===== src/breakpoint_and_step_out_monitor_assert.svh =====
// Assertion macros for the breakpoint and step-out monitor.
`ifndef BREAKPOINT_AND_STEP_OUT_MONITOR_ASSERT_SVH
`define BREAKPOINT_AND_STEP_OUT_MONITOR_ASSERT_SVH

// Same-cycle implication, sampled on clk, off while rst_n is low.
`define BSM_ASSERT_NOW(label, ante, cons, msg) \
    label: assert property (@(posedge clk) disable iff (!rst_n) (ante) |-> (cons)) \
        else $error(msg);

// Next-cycle implication, sampled on clk, off while rst_n is low.
`define BSM_ASSERT_NEXT(label, ante, cons, msg) \
    label: assert property (@(posedge clk) disable iff (!rst_n) (ante) |=> (cons)) \
        else $error(msg);

`endif


===== src/bsm_pkg.sv =====
// Shared types and constants of the breakpoint and step-out monitor.
package bsm_pkg;

    // Item kinds.
    localparam logic [1:0] KIND_SET    = 2'd0;
    localparam logic [1:0] KIND_CLEAR  = 2'd1;
    localparam logic [1:0] KIND_ARM    = 2'd2;
    localparam logic [1:0] KIND_FETCH  = 2'd3;

    // Result event codes.
    localparam logic [2:0] EV_NONE     = 3'd0;
    localparam logic [2:0] EV_SET      = 3'd1;
    localparam logic [2:0] EV_FULL     = 3'd2;
    localparam logic [2:0] EV_HIT      = 3'd3;
    localparam logic [2:0] EV_FINISH   = 3'd4;

    // Opcodes that move the subroutine depth.
    localparam logic [7:0] OP_JSR      = 8'h20;
    localparam logic [7:0] OP_RTI      = 8'h40;
    localparam logic [7:0] OP_RTS      = 8'h60;

    // Output register state of the controller.
    typedef enum logic
    {
        ST_EMPTY,
        ST_FULL
    } state_t;

    // Command from the controller to the datapath.
    typedef struct packed
    {
        logic exec;
    } ctl_cmd_t;

    // Status of the step-out tracker.
    typedef struct packed
    {
        logic armed;
        logic depth_zero;
    } dp_status_t;

endpackage


===== src/bsm_ctrl.sv =====
// Controller: handshake state machine around the result register.
module bsm_ctrl
(
    input  logic              clk,
    input  logic              rst_n,
    input  logic              in_valid,
    output logic              in_stall,
    output logic              out_valid,
    input  logic              out_stall,
    output bsm_pkg::ctl_cmd_t cmd
);

    bsm_pkg::state_t state_reg;
    bsm_pkg::state_t state_next;
    logic            accept;

    // State register.
    always_ff @(posedge clk or negedge rst_n)
    begin
        if (!rst_n)
        begin
            state_reg <= bsm_pkg::ST_EMPTY;
        end
        else
        begin
            state_reg <= state_next;
        end
    end

    // An item is taken unless a held result is stalled.
    assign accept = in_valid && !in_stall;

    // Next state: a transfer in fills the register, a transfer out empties it.
    always_comb
    begin
        state_next = state_reg;
        case (state_reg)
            bsm_pkg::ST_EMPTY:
            begin
                if (accept)
                begin
                    state_next = bsm_pkg::ST_FULL;
                end
            end
            bsm_pkg::ST_FULL:
            begin
                if (accept)
                begin
                    state_next = bsm_pkg::ST_FULL;
                end
                else if (!out_stall)
                begin
                    state_next = bsm_pkg::ST_EMPTY;
                end
            end
            default:
            begin
                state_next = bsm_pkg::ST_EMPTY;
            end
        endcase
    end

    // Outputs of the state machine.
    always_comb
    begin
        in_stall  = 1'b0;
        out_valid = 1'b0;
        case (state_reg)
            bsm_pkg::ST_EMPTY:
            begin
                in_stall  = 1'b0;
                out_valid = 1'b0;
            end
            bsm_pkg::ST_FULL:
            begin
                in_stall  = out_stall;
                out_valid = 1'b1;
            end
            default:
            begin
                in_stall  = 1'b1;
                out_valid = 1'b0;
            end
        endcase
        cmd.exec = in_valid && !in_stall;
    end

endmodule


===== src/bsm_datapath.sv =====
// Datapath: breakpoint table, step-out tracker and result register.
module bsm_datapath
#(
    parameter int NUM_SLOTS  = 8,
    parameter int DEPTH_BITS = 8,
    parameter int SLOT_W     = 3,
    parameter int CNT_W      = 4
)
(
    input  logic                  clk,
    input  logic                  rst_n,
    input  bsm_pkg::ctl_cmd_t     cmd,
    input  logic [1:0]            kind,
    input  logic [15:0]           address,
    input  logic [2:0]            slot_in,
    input  logic [7:0]            opcode,
    output logic [2:0]            event_res,
    output logic [2:0]            slot_out,
    output logic [3:0]            used_count,
    output bsm_pkg::dp_status_t   status,
    output logic [NUM_SLOTS-1:0]  valid_vec,
    output logic [CNT_W-1:0]      used_cnt
);

    localparam logic [DEPTH_BITS-1:0] DEPTH_MAX = {DEPTH_BITS{1'b1}};

    logic [NUM_SLOTS-1:0]  valid_reg;
    logic [NUM_SLOTS-1:0]  valid_next;
    logic [15:0]           addr_mem [NUM_SLOTS];
    logic [CNT_W-1:0]      cnt_reg;
    logic [CNT_W-1:0]      cnt_next;
    logic [DEPTH_BITS-1:0] depth_reg;
    logic [DEPTH_BITS-1:0] depth_next;
    logic                  armed_reg;
    logic                  armed_next;

    logic [NUM_SLOTS-1:0]  match;
    logic [NUM_SLOTS-1:0]  clr_sel;
    logic                  hit;
    logic                  any_free;
    logic                  clr_live;
    logic [SLOT_W-1:0]     hit_idx;
    logic [SLOT_W-1:0]     free_idx;
    logic                  do_set;
    logic [2:0]            ev_next;
    logic [SLOT_W-1:0]     slot_next;
    logic [SLOT_W+2:0]     slot_wide;
    logic [CNT_W+3:0]      cnt_wide;

    // Compare every slot against the address and find the lowest hit and free slot.
    always_comb
    begin
        hit      = 1'b0;
        any_free = 1'b0;
        clr_live = 1'b0;
        hit_idx  = '0;
        free_idx = '0;
        for (int i = NUM_SLOTS - 1; i >= 0; i--)
        begin
            match[i]   = valid_reg[i] && (addr_mem[i] == address);
            clr_sel[i] = (32'(slot_in) == i);
            if (match[i])
            begin
                hit     = 1'b1;
                hit_idx = SLOT_W'(i);
            end
            if (!valid_reg[i])
            begin
                any_free = 1'b1;
                free_idx = SLOT_W'(i);
            end
            if (clr_sel[i] && valid_reg[i])
            begin
                clr_live = 1'b1;
            end
        end
    end

    assign do_set = cmd.exec && (kind == bsm_pkg::KIND_SET) && any_free;

    // Next state of the table, the tracker and the result.
    always_comb
    begin
        valid_next = valid_reg;
        cnt_next   = cnt_reg;
        depth_next = depth_reg;
        armed_next = armed_reg;
        ev_next    = bsm_pkg::EV_NONE;
        slot_next  = '0;
        case (kind)
            bsm_pkg::KIND_SET:
            begin
                if (any_free)
                begin
                    valid_next[free_idx] = 1'b1;
                    cnt_next             = cnt_reg + CNT_W'(1);
                    ev_next              = bsm_pkg::EV_SET;
                    slot_next            = free_idx;
                end
                else
                begin
                    ev_next = bsm_pkg::EV_FULL;
                end
            end
            bsm_pkg::KIND_CLEAR:
            begin
                valid_next = valid_reg & ~clr_sel;
                if (clr_live)
                begin
                    cnt_next = cnt_reg - CNT_W'(1);
                end
            end
            bsm_pkg::KIND_ARM:
            begin
                depth_next = '0;
                armed_next = 1'b1;
            end
            bsm_pkg::KIND_FETCH:
            begin
                if (hit)
                begin
                    ev_next    = bsm_pkg::EV_HIT;
                    slot_next  = hit_idx;
                    armed_next = 1'b0;
                end
                else if (armed_reg)
                begin
                    if (opcode == bsm_pkg::OP_JSR)
                    begin
                        if (depth_reg != DEPTH_MAX)
                        begin
                            depth_next = depth_reg + DEPTH_BITS'(1);
                        end
                    end
                    else if (opcode == bsm_pkg::OP_RTS || opcode == bsm_pkg::OP_RTI)
                    begin
                        if (depth_reg != '0)
                        begin
                            depth_next = depth_reg - DEPTH_BITS'(1);
                        end
                        else
                        begin
                            ev_next    = bsm_pkg::EV_FINISH;
                            armed_next = 1'b0;
                        end
                    end
                end
            end
            default:
            begin
                ev_next = bsm_pkg::EV_NONE;
            end
        endcase
    end

    // Control state registers.
    always_ff @(posedge clk or negedge rst_n)
    begin
        if (!rst_n)
        begin
            valid_reg <= '0;
            cnt_reg   <= '0;
            depth_reg <= '0;
            armed_reg <= 1'b0;
        end
        else if (cmd.exec)
        begin
            valid_reg <= valid_next;
            cnt_reg   <= cnt_next;
            depth_reg <= depth_next;
            armed_reg <= armed_next;
        end
    end

    // Breakpoint address store, written at the allocated slot.
    always_ff @(posedge clk)
    begin
        if (do_set)
        begin
            addr_mem[free_idx] <= address;
        end
    end

    // Result fields, masked to their port widths.
    assign slot_wide = {3'b000, slot_next};
    assign cnt_wide  = {4'b0000, cnt_next};

    // Result register.
    always_ff @(posedge clk)
    begin
        if (cmd.exec)
        begin
            event_res  <= ev_next;
            slot_out   <= slot_wide[2:0];
            used_count <= cnt_wide[3:0];
        end
    end

    assign status.armed      = armed_reg;
    assign status.depth_zero = (depth_reg == '0);
    assign valid_vec         = valid_reg;
    assign used_cnt          = cnt_reg;

endmodule


===== src/breakpoint_and_step_out_monitor.sv =====
// A result appears on the output in the cycle after its item's transfer in.
// Throughput: one item per cycle unless the output is stalled; the slot compare,
// priority pick and depth update all finish in the cycle of the transfer, and
// the result register lets a new item enter while the previous result is taken.
// Reset clears the valid bits, the used count, the call depth and the armed flag;
// breakpoint addresses are not cleared and are read only once written.
`include "breakpoint_and_step_out_monitor_assert.svh"

module breakpoint_and_step_out_monitor
#(
    parameter int NUM_SLOTS  = 8,
    parameter int DEPTH_BITS = 8
)
(
    input  logic        clk,
    input  logic        rst_n,
    input  logic        in_valid,
    output logic        in_stall,
    input  logic [1:0]  kind,
    input  logic [15:0] address,
    input  logic [2:0]  slot_in,
    input  logic [7:0]  opcode,
    output logic        out_valid,
    input  logic        out_stall,
    output logic [2:0]  event_res,
    output logic [2:0]  slot_out,
    output logic [3:0]  used_count
);

    localparam int SLOT_W = (NUM_SLOTS > 1) ? $clog2(NUM_SLOTS) : 1;
    localparam int CNT_W  = $clog2(NUM_SLOTS + 1);

    bsm_pkg::ctl_cmd_t   cmd;
    bsm_pkg::dp_status_t status;
    logic [NUM_SLOTS-1:0] valid_vec;
    logic [CNT_W-1:0]     used_cnt;

    // Handshake controller.
    bsm_ctrl u_ctrl
    (
        .clk       (clk),
        .rst_n     (rst_n),
        .in_valid  (in_valid),
        .in_stall  (in_stall),
        .out_valid (out_valid),
        .out_stall (out_stall),
        .cmd       (cmd)
    );

    // Breakpoint table and step-out tracker.
    bsm_datapath
    #(
        .NUM_SLOTS  (NUM_SLOTS),
        .DEPTH_BITS (DEPTH_BITS),
        .SLOT_W     (SLOT_W),
        .CNT_W      (CNT_W)
    )
    u_datapath
    (
        .clk        (clk),
        .rst_n      (rst_n),
        .cmd        (cmd),
        .kind       (kind),
        .address    (address),
        .slot_in    (slot_in),
        .opcode     (opcode),
        .event_res  (event_res),
        .slot_out   (slot_out),
        .used_count (used_count),
        .status     (status),
        .valid_vec  (valid_vec),
        .used_cnt   (used_cnt)
    );

    // The running count always matches the number of valid slots.
    `BSM_ASSERT_NOW(a_count_matches, 1'b1, $countones(valid_vec) == 32'(used_cnt), "used count out of step with valid bits")

    // A hit or a finish reported on the output leaves step-out mode disarmed.
    `BSM_ASSERT_NOW(a_event_disarms, out_valid && (event_res == bsm_pkg::EV_HIT || event_res == bsm_pkg::EV_FINISH), !status.armed, "armed after hit or finish")

    // Arming leaves the tracker armed at depth zero.
    `BSM_ASSERT_NEXT(a_arm_resets_depth, cmd.exec && kind == bsm_pkg::KIND_ARM, status.armed && status.depth_zero, "arm did not reset depth")

    // Every transfer in is followed by a result on the output.
    `BSM_ASSERT_NEXT(a_result_follows, cmd.exec, out_valid, "no result after an item")

endmodule

===== config.mk =====
export PLATFORM = sky130hd
export DESIGN_NAME = breakpoint_and_step_out_monitor
export DESIGN_NICKNAME = d
export VERILOG_FILES = /design/src/bsm_pkg.sv /design/src/bsm_ctrl.sv /design/src/bsm_datapath.sv /design/src/breakpoint_and_step_out_monitor.sv
export VERILOG_INCLUDE_DIRS = /design/src /design/src/src
export SDC_FILE = /design/constraint.sdc
export NUM_CORES = 1
export LEC_CHECK = 0
export BUFFER_PORTS_ARGS = -buffer_cell sky130_fd_sc_hd__buf_2
export CORE_MARGIN = 4
export CORE_UTILIZATION = 35
export DETAILED_ROUTE_END_ITERATION = 8
export HOLD_SLACK_MARGIN = 0.02
export PLACE_DENSITY = 0.56
export REMOVE_ABC_BUFFERS = 1
export SLEW_MARGIN = 30
export SYNTH_ARGS = -nofsm -noshare
export SYNTH_HDL_FRONTEND = slang
export SYNTH_HIERARCHICAL = 1
export SYNTH_SLANG_ARGS = --single-unit

===== constraint.sdc =====
create_clock -name clk -period 7.5 [get_ports clk]
set_input_delay 1.5 -clock clk [delete_from_list [all_inputs] [get_ports clk]]
set_output_delay 1.5 -clock clk [all_outputs]
set_load 0.02 [all_outputs]

# Word level (Yosys, flattened, before mapping)
# Memories as Yosys holds them, arrays and structs flattened.
# Cells that the tools add are included.
# totals
n_memories	1
out_inout_bits	12
reg_bits	32
inputBits	33
elab_cells	155
ramBits	128
# mem_list
memory	depth	width	read_ports	rd_clocked_by_memory_dff	write_ports	line	rtl
u_datapath.addr_mem	8	16	8	0	1	bsm_datapath.sv:29	logic [15:0] addr_mem [NUM_SLOTS];
# classes
n_reduce_logical	30
eq_ne	28
bitwise	4
magnitude_cmp	2
n_addsub	4
muxes	78
# ops
op	count
equality test 16 bit	8
two-way mux 3 bit	23
two-way mux 8 bit	7
two-way mux 1 bit	35
one-hot mux 8 bit (2 select lines)	2
logical AND 1 bit	20
equality test 8 x 7 -> 1 bit (second input constant)	2
equality test 3 bit (second input constant)	4
one-hot mux 3 bit (2 select lines)	2
adder 8 x 1 -> 8 bit (second input constant)	1
bitwise AND 8 bit	1
equality test 8 x 6 -> 1 bit (second input constant)	1
two-way mux 4 bit	2
!= test 8 bit (second input constant)	1
inverter 8 bit	1
OR 8 bit	1
one-hot mux 1 bit (2 select lines)	4
one-hot mux 4 bit (2 select lines)	1
nonzero test 8 bit	1
subtractor 8 x 1 -> 8 bit (second input constant)	1
AND reduction 7 bit	1
equality test 3 x 2 -> 1 bit (second input constant)	2
!= test 3 x 1 -> 1 bit (second input constant)	2
adder 4 x 1 -> 4 bit (second input constant)	1
other kinds (19)	22

# Logic depth before layout (Yosys ltp)
# depth
ltp_word	15
mapped_depth	12
ltp_nobuf	12

# By module
# The synthesis kept the hierarchy.
# modules_own_cells
module	seq_area_each_um2	area_each_um2	n_inst	cells_each
bsm_datapath	4669.5	7962.6	1	618
bsm_ctrl	25.0	50.0	1	4

# Worst setup path after synthesis
# No wires, ideal clock.
# synth_timing
path_kind	input port to flip-flop
start	in in_valid
end	mem u_datapath.addr_mem[1][0], enable pin
path_slack_ns	3.442
stages	4
setup_time_ns	0.413
n_path_buf	1
t_arrival_ns	3.646
required_time_ns	7.087
path_cell_list	a21boi_2 clkbuf_1 nand2_1 nor3b_1
# synth_via
elab_chain_len	5
# synth_rtl
item	line	rtl
start: declaration	breakpoint_and_step_out_monitor.sv:17	input logic in_valid,
logical AND 1 bit	bsm_ctrl.sv:85	cmd.exec = in_valid && !in_stall;
logical AND 1 bit (2 in series)	bsm_datapath.sv:79	assign do_set = cmd.exec && (kind == bsm_pkg::KIND_SET) && any_free;
two-way mux 1 bit	bsm_datapath.sv:178	if (do_set)
two-way mux 1 bit (implied by the code)	bsm_datapath.sv:180	addr_mem[free_idx] <= address;
end: declaration	bsm_datapath.sv:29	
# Every way passes these cells.

# Worst setup path in the final report
# layout_timing
start	in opcode[1]
end	reg u_datapath.depth_reg[7]
# layout_via
elab_chain_len	5
word_cells_on_any_way	12
classes_between	eq/ne: 6; mux: 4; reduce/logical: 2
# layout_rtl
item	line	rtl
start: declaration	breakpoint_and_step_out_monitor.sv:22	input logic [7:0] opcode,
equality test 8 x 6 -> 1 bit	bsm_datapath.sv:128	if (opcode == bsm_pkg::OP_JSR)
two-way mux 8 bit	bsm_datapath.sv:128	
two-way mux 8 bit	bsm_datapath.sv:126	else if (armed_reg)
two-way mux 8 bit	bsm_datapath.sv:120	if (hit)
one-hot mux 8 bit (2 select lines)	bsm_datapath.sv:90	case (kind)
end signal: assignment	bsm_datapath.sv:170	depth_reg <= depth_next;
end: declaration	bsm_datapath.sv:32	logic [DEPTH_BITS-1:0] depth_reg;
# Parallel ways exist; a longest one is shown, timed or not. The select of a mux whose other input is x is not followed.
# A chain may end at the register's enable or synchronous reset.

==> insert_results.sql <==
INSERT INTO impl_metrics (metric_group, metric, value, unit) VALUES
('routing', 'wl_per_cell', '18.9', 'um'),
('timing', 'finalCritPeriodShare', '0.547', ''),
('timing', 'setup_total_negative_slack', '0', 'ps'),
('floorplan', 'starting_density_of_the_core', '0.355', ''),
('worst_setup_path', 'timing.critical_path.arrival', '4440', 'ps'),
('place', 'dp_hpwl', '12.1', 'mm'),
('layout', 'flip_flop_count_of_the_largest_register_after_layout', '128', ''),
('layout', 'areaGrowthSynthToFinish', '13.4', '%'),
('place', 'numPortBuffers', '44', ''),
('worst_setup_path', 'critical_path_peak_fanout', '8', ''),
('synthesis', 'postSynthCellCount', '621', ''),
('clock_network', 'postCtsHoldBufs', '0', ''),
('clock_network', 'cts.htree.levels', '4', ''),
('clock_network', 'numClockSinks', '160', ''),
('min_path', 'worst_hold_startpoint', 'u_ctrl/state_reg', ''),
('global_route', 'grt_antenna_before_repair', '0', ''),
('worst_setup_path', 'worstPathRequired', '7830', 'ps'),
('place', 'place_area', '8520', 'um^2'),
('synthesis', 'synthesis.yosys.warnings', '6', ''),
('layout', 'fillers', '2123', ''),
('worst_setup_path', 'timing.rr.start', 'u_datapath/addr_mem[3][11]', ''),
('layout', 'mostFrequentLayoutCells', '138 x sky130_fd_sc_hd__edfxtp_1, 105 x sky130_fd_sc_hd__xnor2_1, 44 x sky130_fd_sc_hd__buf_2, 38 x sky130_fd_sc_hd__nand4_1, 35 x sky130_fd_sc_hd__xor2_1', ''),
('floorplan', 'die-height', '159', 'um'),
('clock_network', 'numCtsBuffers', '17', ''),
('timing', 'tightestPinTransition', '842', 'ps'),
('clock_network', 'worstSkewPairLatency', '430', 'ps'),
('global_route', 'via_count_of_the_first_global_routing_pass', '5200', ''),
('worst_setup_path', 'setup.worst_path.end_class', 'register', ''),
('timing', 'slew_headroom', '0.438', ''),
('timing', 'final_max_slew_viol_count', '0', ''),
('layout', 'nNetsFinal', '711', ''),
('floorplan', 'design.core.area', '22600', 'um^2'),
('timing', 'postLayoutSetupSlackWorst', '3400', 'ps'),
('floorplan', 'core.rowCount', '55', ''),
('global_route', 'gr-total-overflow', '0', ''),
('routing', 'drt_pass1_iterations', '5', ''),
('floorplan', 'design.portCount', '45', ''),
('routing', 'drc_violation_total_after_the_first_tritonroute_iteration', '358', ''),
('clock_network', 'post_cts_resized', '0', ''),
('clock_network', 'clkTransAtPathRegs', '60', 'ps'),
('power_and_ir_drop', 'peak_supply_drop', '0.122', 'mV'),
('timing', 'rsz_0062_raised_after_global_routing', 'false', ''),
('global_route', 'grt_util_all_layers', '0.145', ''),
('routing', 'finalWirelength', '18.2', 'mm'),
('routing', 'ant_nets', '0', ''),
('timing', 'timing_hold_violations_final', '0', ''),
('timing', 'final-setup-viol-count', '0', ''),
('floorplan', 'die_width', '159', 'um'),
('routing', 'routed-via-count', '5082', ''),
('worst_setup_path', 'crit_start', 'opcode[1]', ''),
('min_path', 'worstHoldPathType', 'reg -> reg', ''),
('timing', 'min_period', '4100', 'ps'),
('routing', 'remaining_drc_errors', '0', ''),
('global_route', 'grt_first_pass_wirelength', '28.9', 'mm'),
('synthesis', 'synth.avg_cell_area', '12.9', 'um^2'),
('layout', 'drive_above_1_share', '0.150', ''),
('place', 'post-place-ws', '2960', 'ps'),
('clock_network', 'post_cts_setup_buffers', '0', ''),
('run_status', 'outcome', 'completed', ''),
('synthesis', 'post_synth_instance_area', '8010', 'um^2'),
('run', 'max_cap_violations', '0', ''),
('power_and_ir_drop', 'leakagePower', '2.99', 'nW'),
('floorplan', 'fp.dieArea', '25400', 'um^2'),
('worst_setup_path', 'timing.critical_path.from_type', 'input port', ''),
('global_route', 'grt_max_degree', '23', ''),
('layout', 'mostFrequentLayoutCell', 'sky130_fd_sc_hd__edfxtp_1', ''),
('power_and_ir_drop', 'power_density', '248', 'nW/um^2'),
('worst_setup_path', 'critPathKind', 'in -> reg', ''),
('clock_network', 'clock_path_buffers', '2', ''),
('layout', 'antenna_diode_count', '0', ''),
('clock_network', 'root_buf_cell', 'sky130_fd_sc_hd__clkbuf_16', ''),
('timing', 'final.setup_skew', '13.1', 'ps'),
('routing', 'drt-vias-per-instance', '5.28', ''),
('layout', 'fin_area', '9080', 'um^2'),
('timing', 'peak_freq', '244', 'MHz'),
('clock_network', 'cts_tree', 'done', ''),
('place', 'routabilityCongestion', '0.821', '');
final timing paths:
path                                           end  slack, ps  cells after the start
max                        u_datapath/depth_reg[7]       3400                     12
min                               u_ctrl/state_reg        540                      1
max reg2reg                u_datapath/depth_reg[0]       4910                      7
min reg2reg                       u_ctrl/state_reg        540                      1
max in group asynchronous     u_datapath/armed_reg       6050                      1
min in group asynchronous  u_datapath/valid_vec[3]       1070                      1
critical path, cell delays in order:
cell and delay, ps:
sky130_fd_sc_hd__buf_2 90, sky130_fd_sc_hd__or4_1 510, sky130_fd_sc_hd__nor3_1 290, sky130_fd_sc_hd__nand3b_1 380, sky130_fd_sc_hd__ha_1 400, sky130_fd_sc_hd__a21oi_1 250, sky130_fd_sc_hd__o2111ai_1 210, sky130_fd_sc_hd__a21o_1 210
sky130_fd_sc_hd__a21oi_1 170, sky130_fd_sc_hd__xnor2_1 160, sky130_fd_sc_hd__nand2_1 80, sky130_fd_sc_hd__o211ai_1 200
routing by layer:
metal | global-route usage | share of wire
met4 | 0.0327 | 0.0093
met5 | 0 | 0
met2 | 0.231 | 0.46
met3 | 0.0383 | 0.045
met1 | 0.198 | 0.48
power by group:
group	internal (mW)	switching [mW]	total, mW
logic	0.152	0.204	0.355
clock network	0.434	0.377	0.811
registers	1.02	0.0653	1.09
total	1.61	0.646	2.25
metrics by stage:
| step | total power [mW] | utilization | hold slack [ps] | instances |
|---|---|---|---|---|
| 2_1_floorplan | 1.33 | - | 517 | 596 |
| 3_3_place_gp | 1.44 | 0.377 | 520 | 931 |
| 3_5_place_dp | 1.46 | 0.378 | 533 | 931 |
| 4_1_cts | 2.27 | 0.402 | 548 | 963 |
| 5_1_grt | 2.37 | 0.402 | 591 | 963 |
| 6_report | 2.25 | 0.402 | 542 | 963 |
area by class of cell:
class,count,area [um^2],area share
Timing Repair Buffer,50,265,0.0292
Tap cell,285,357,0.0393
Clock inverter,15,128,0.0141
Multi-Input combinational cell,422,3150,0.348
Inverter,14,52.6,0.00579
Clock buffer,17,425,0.0469
Sequential cell,160,4690,0.517
(Power assumes the default switching activity.)
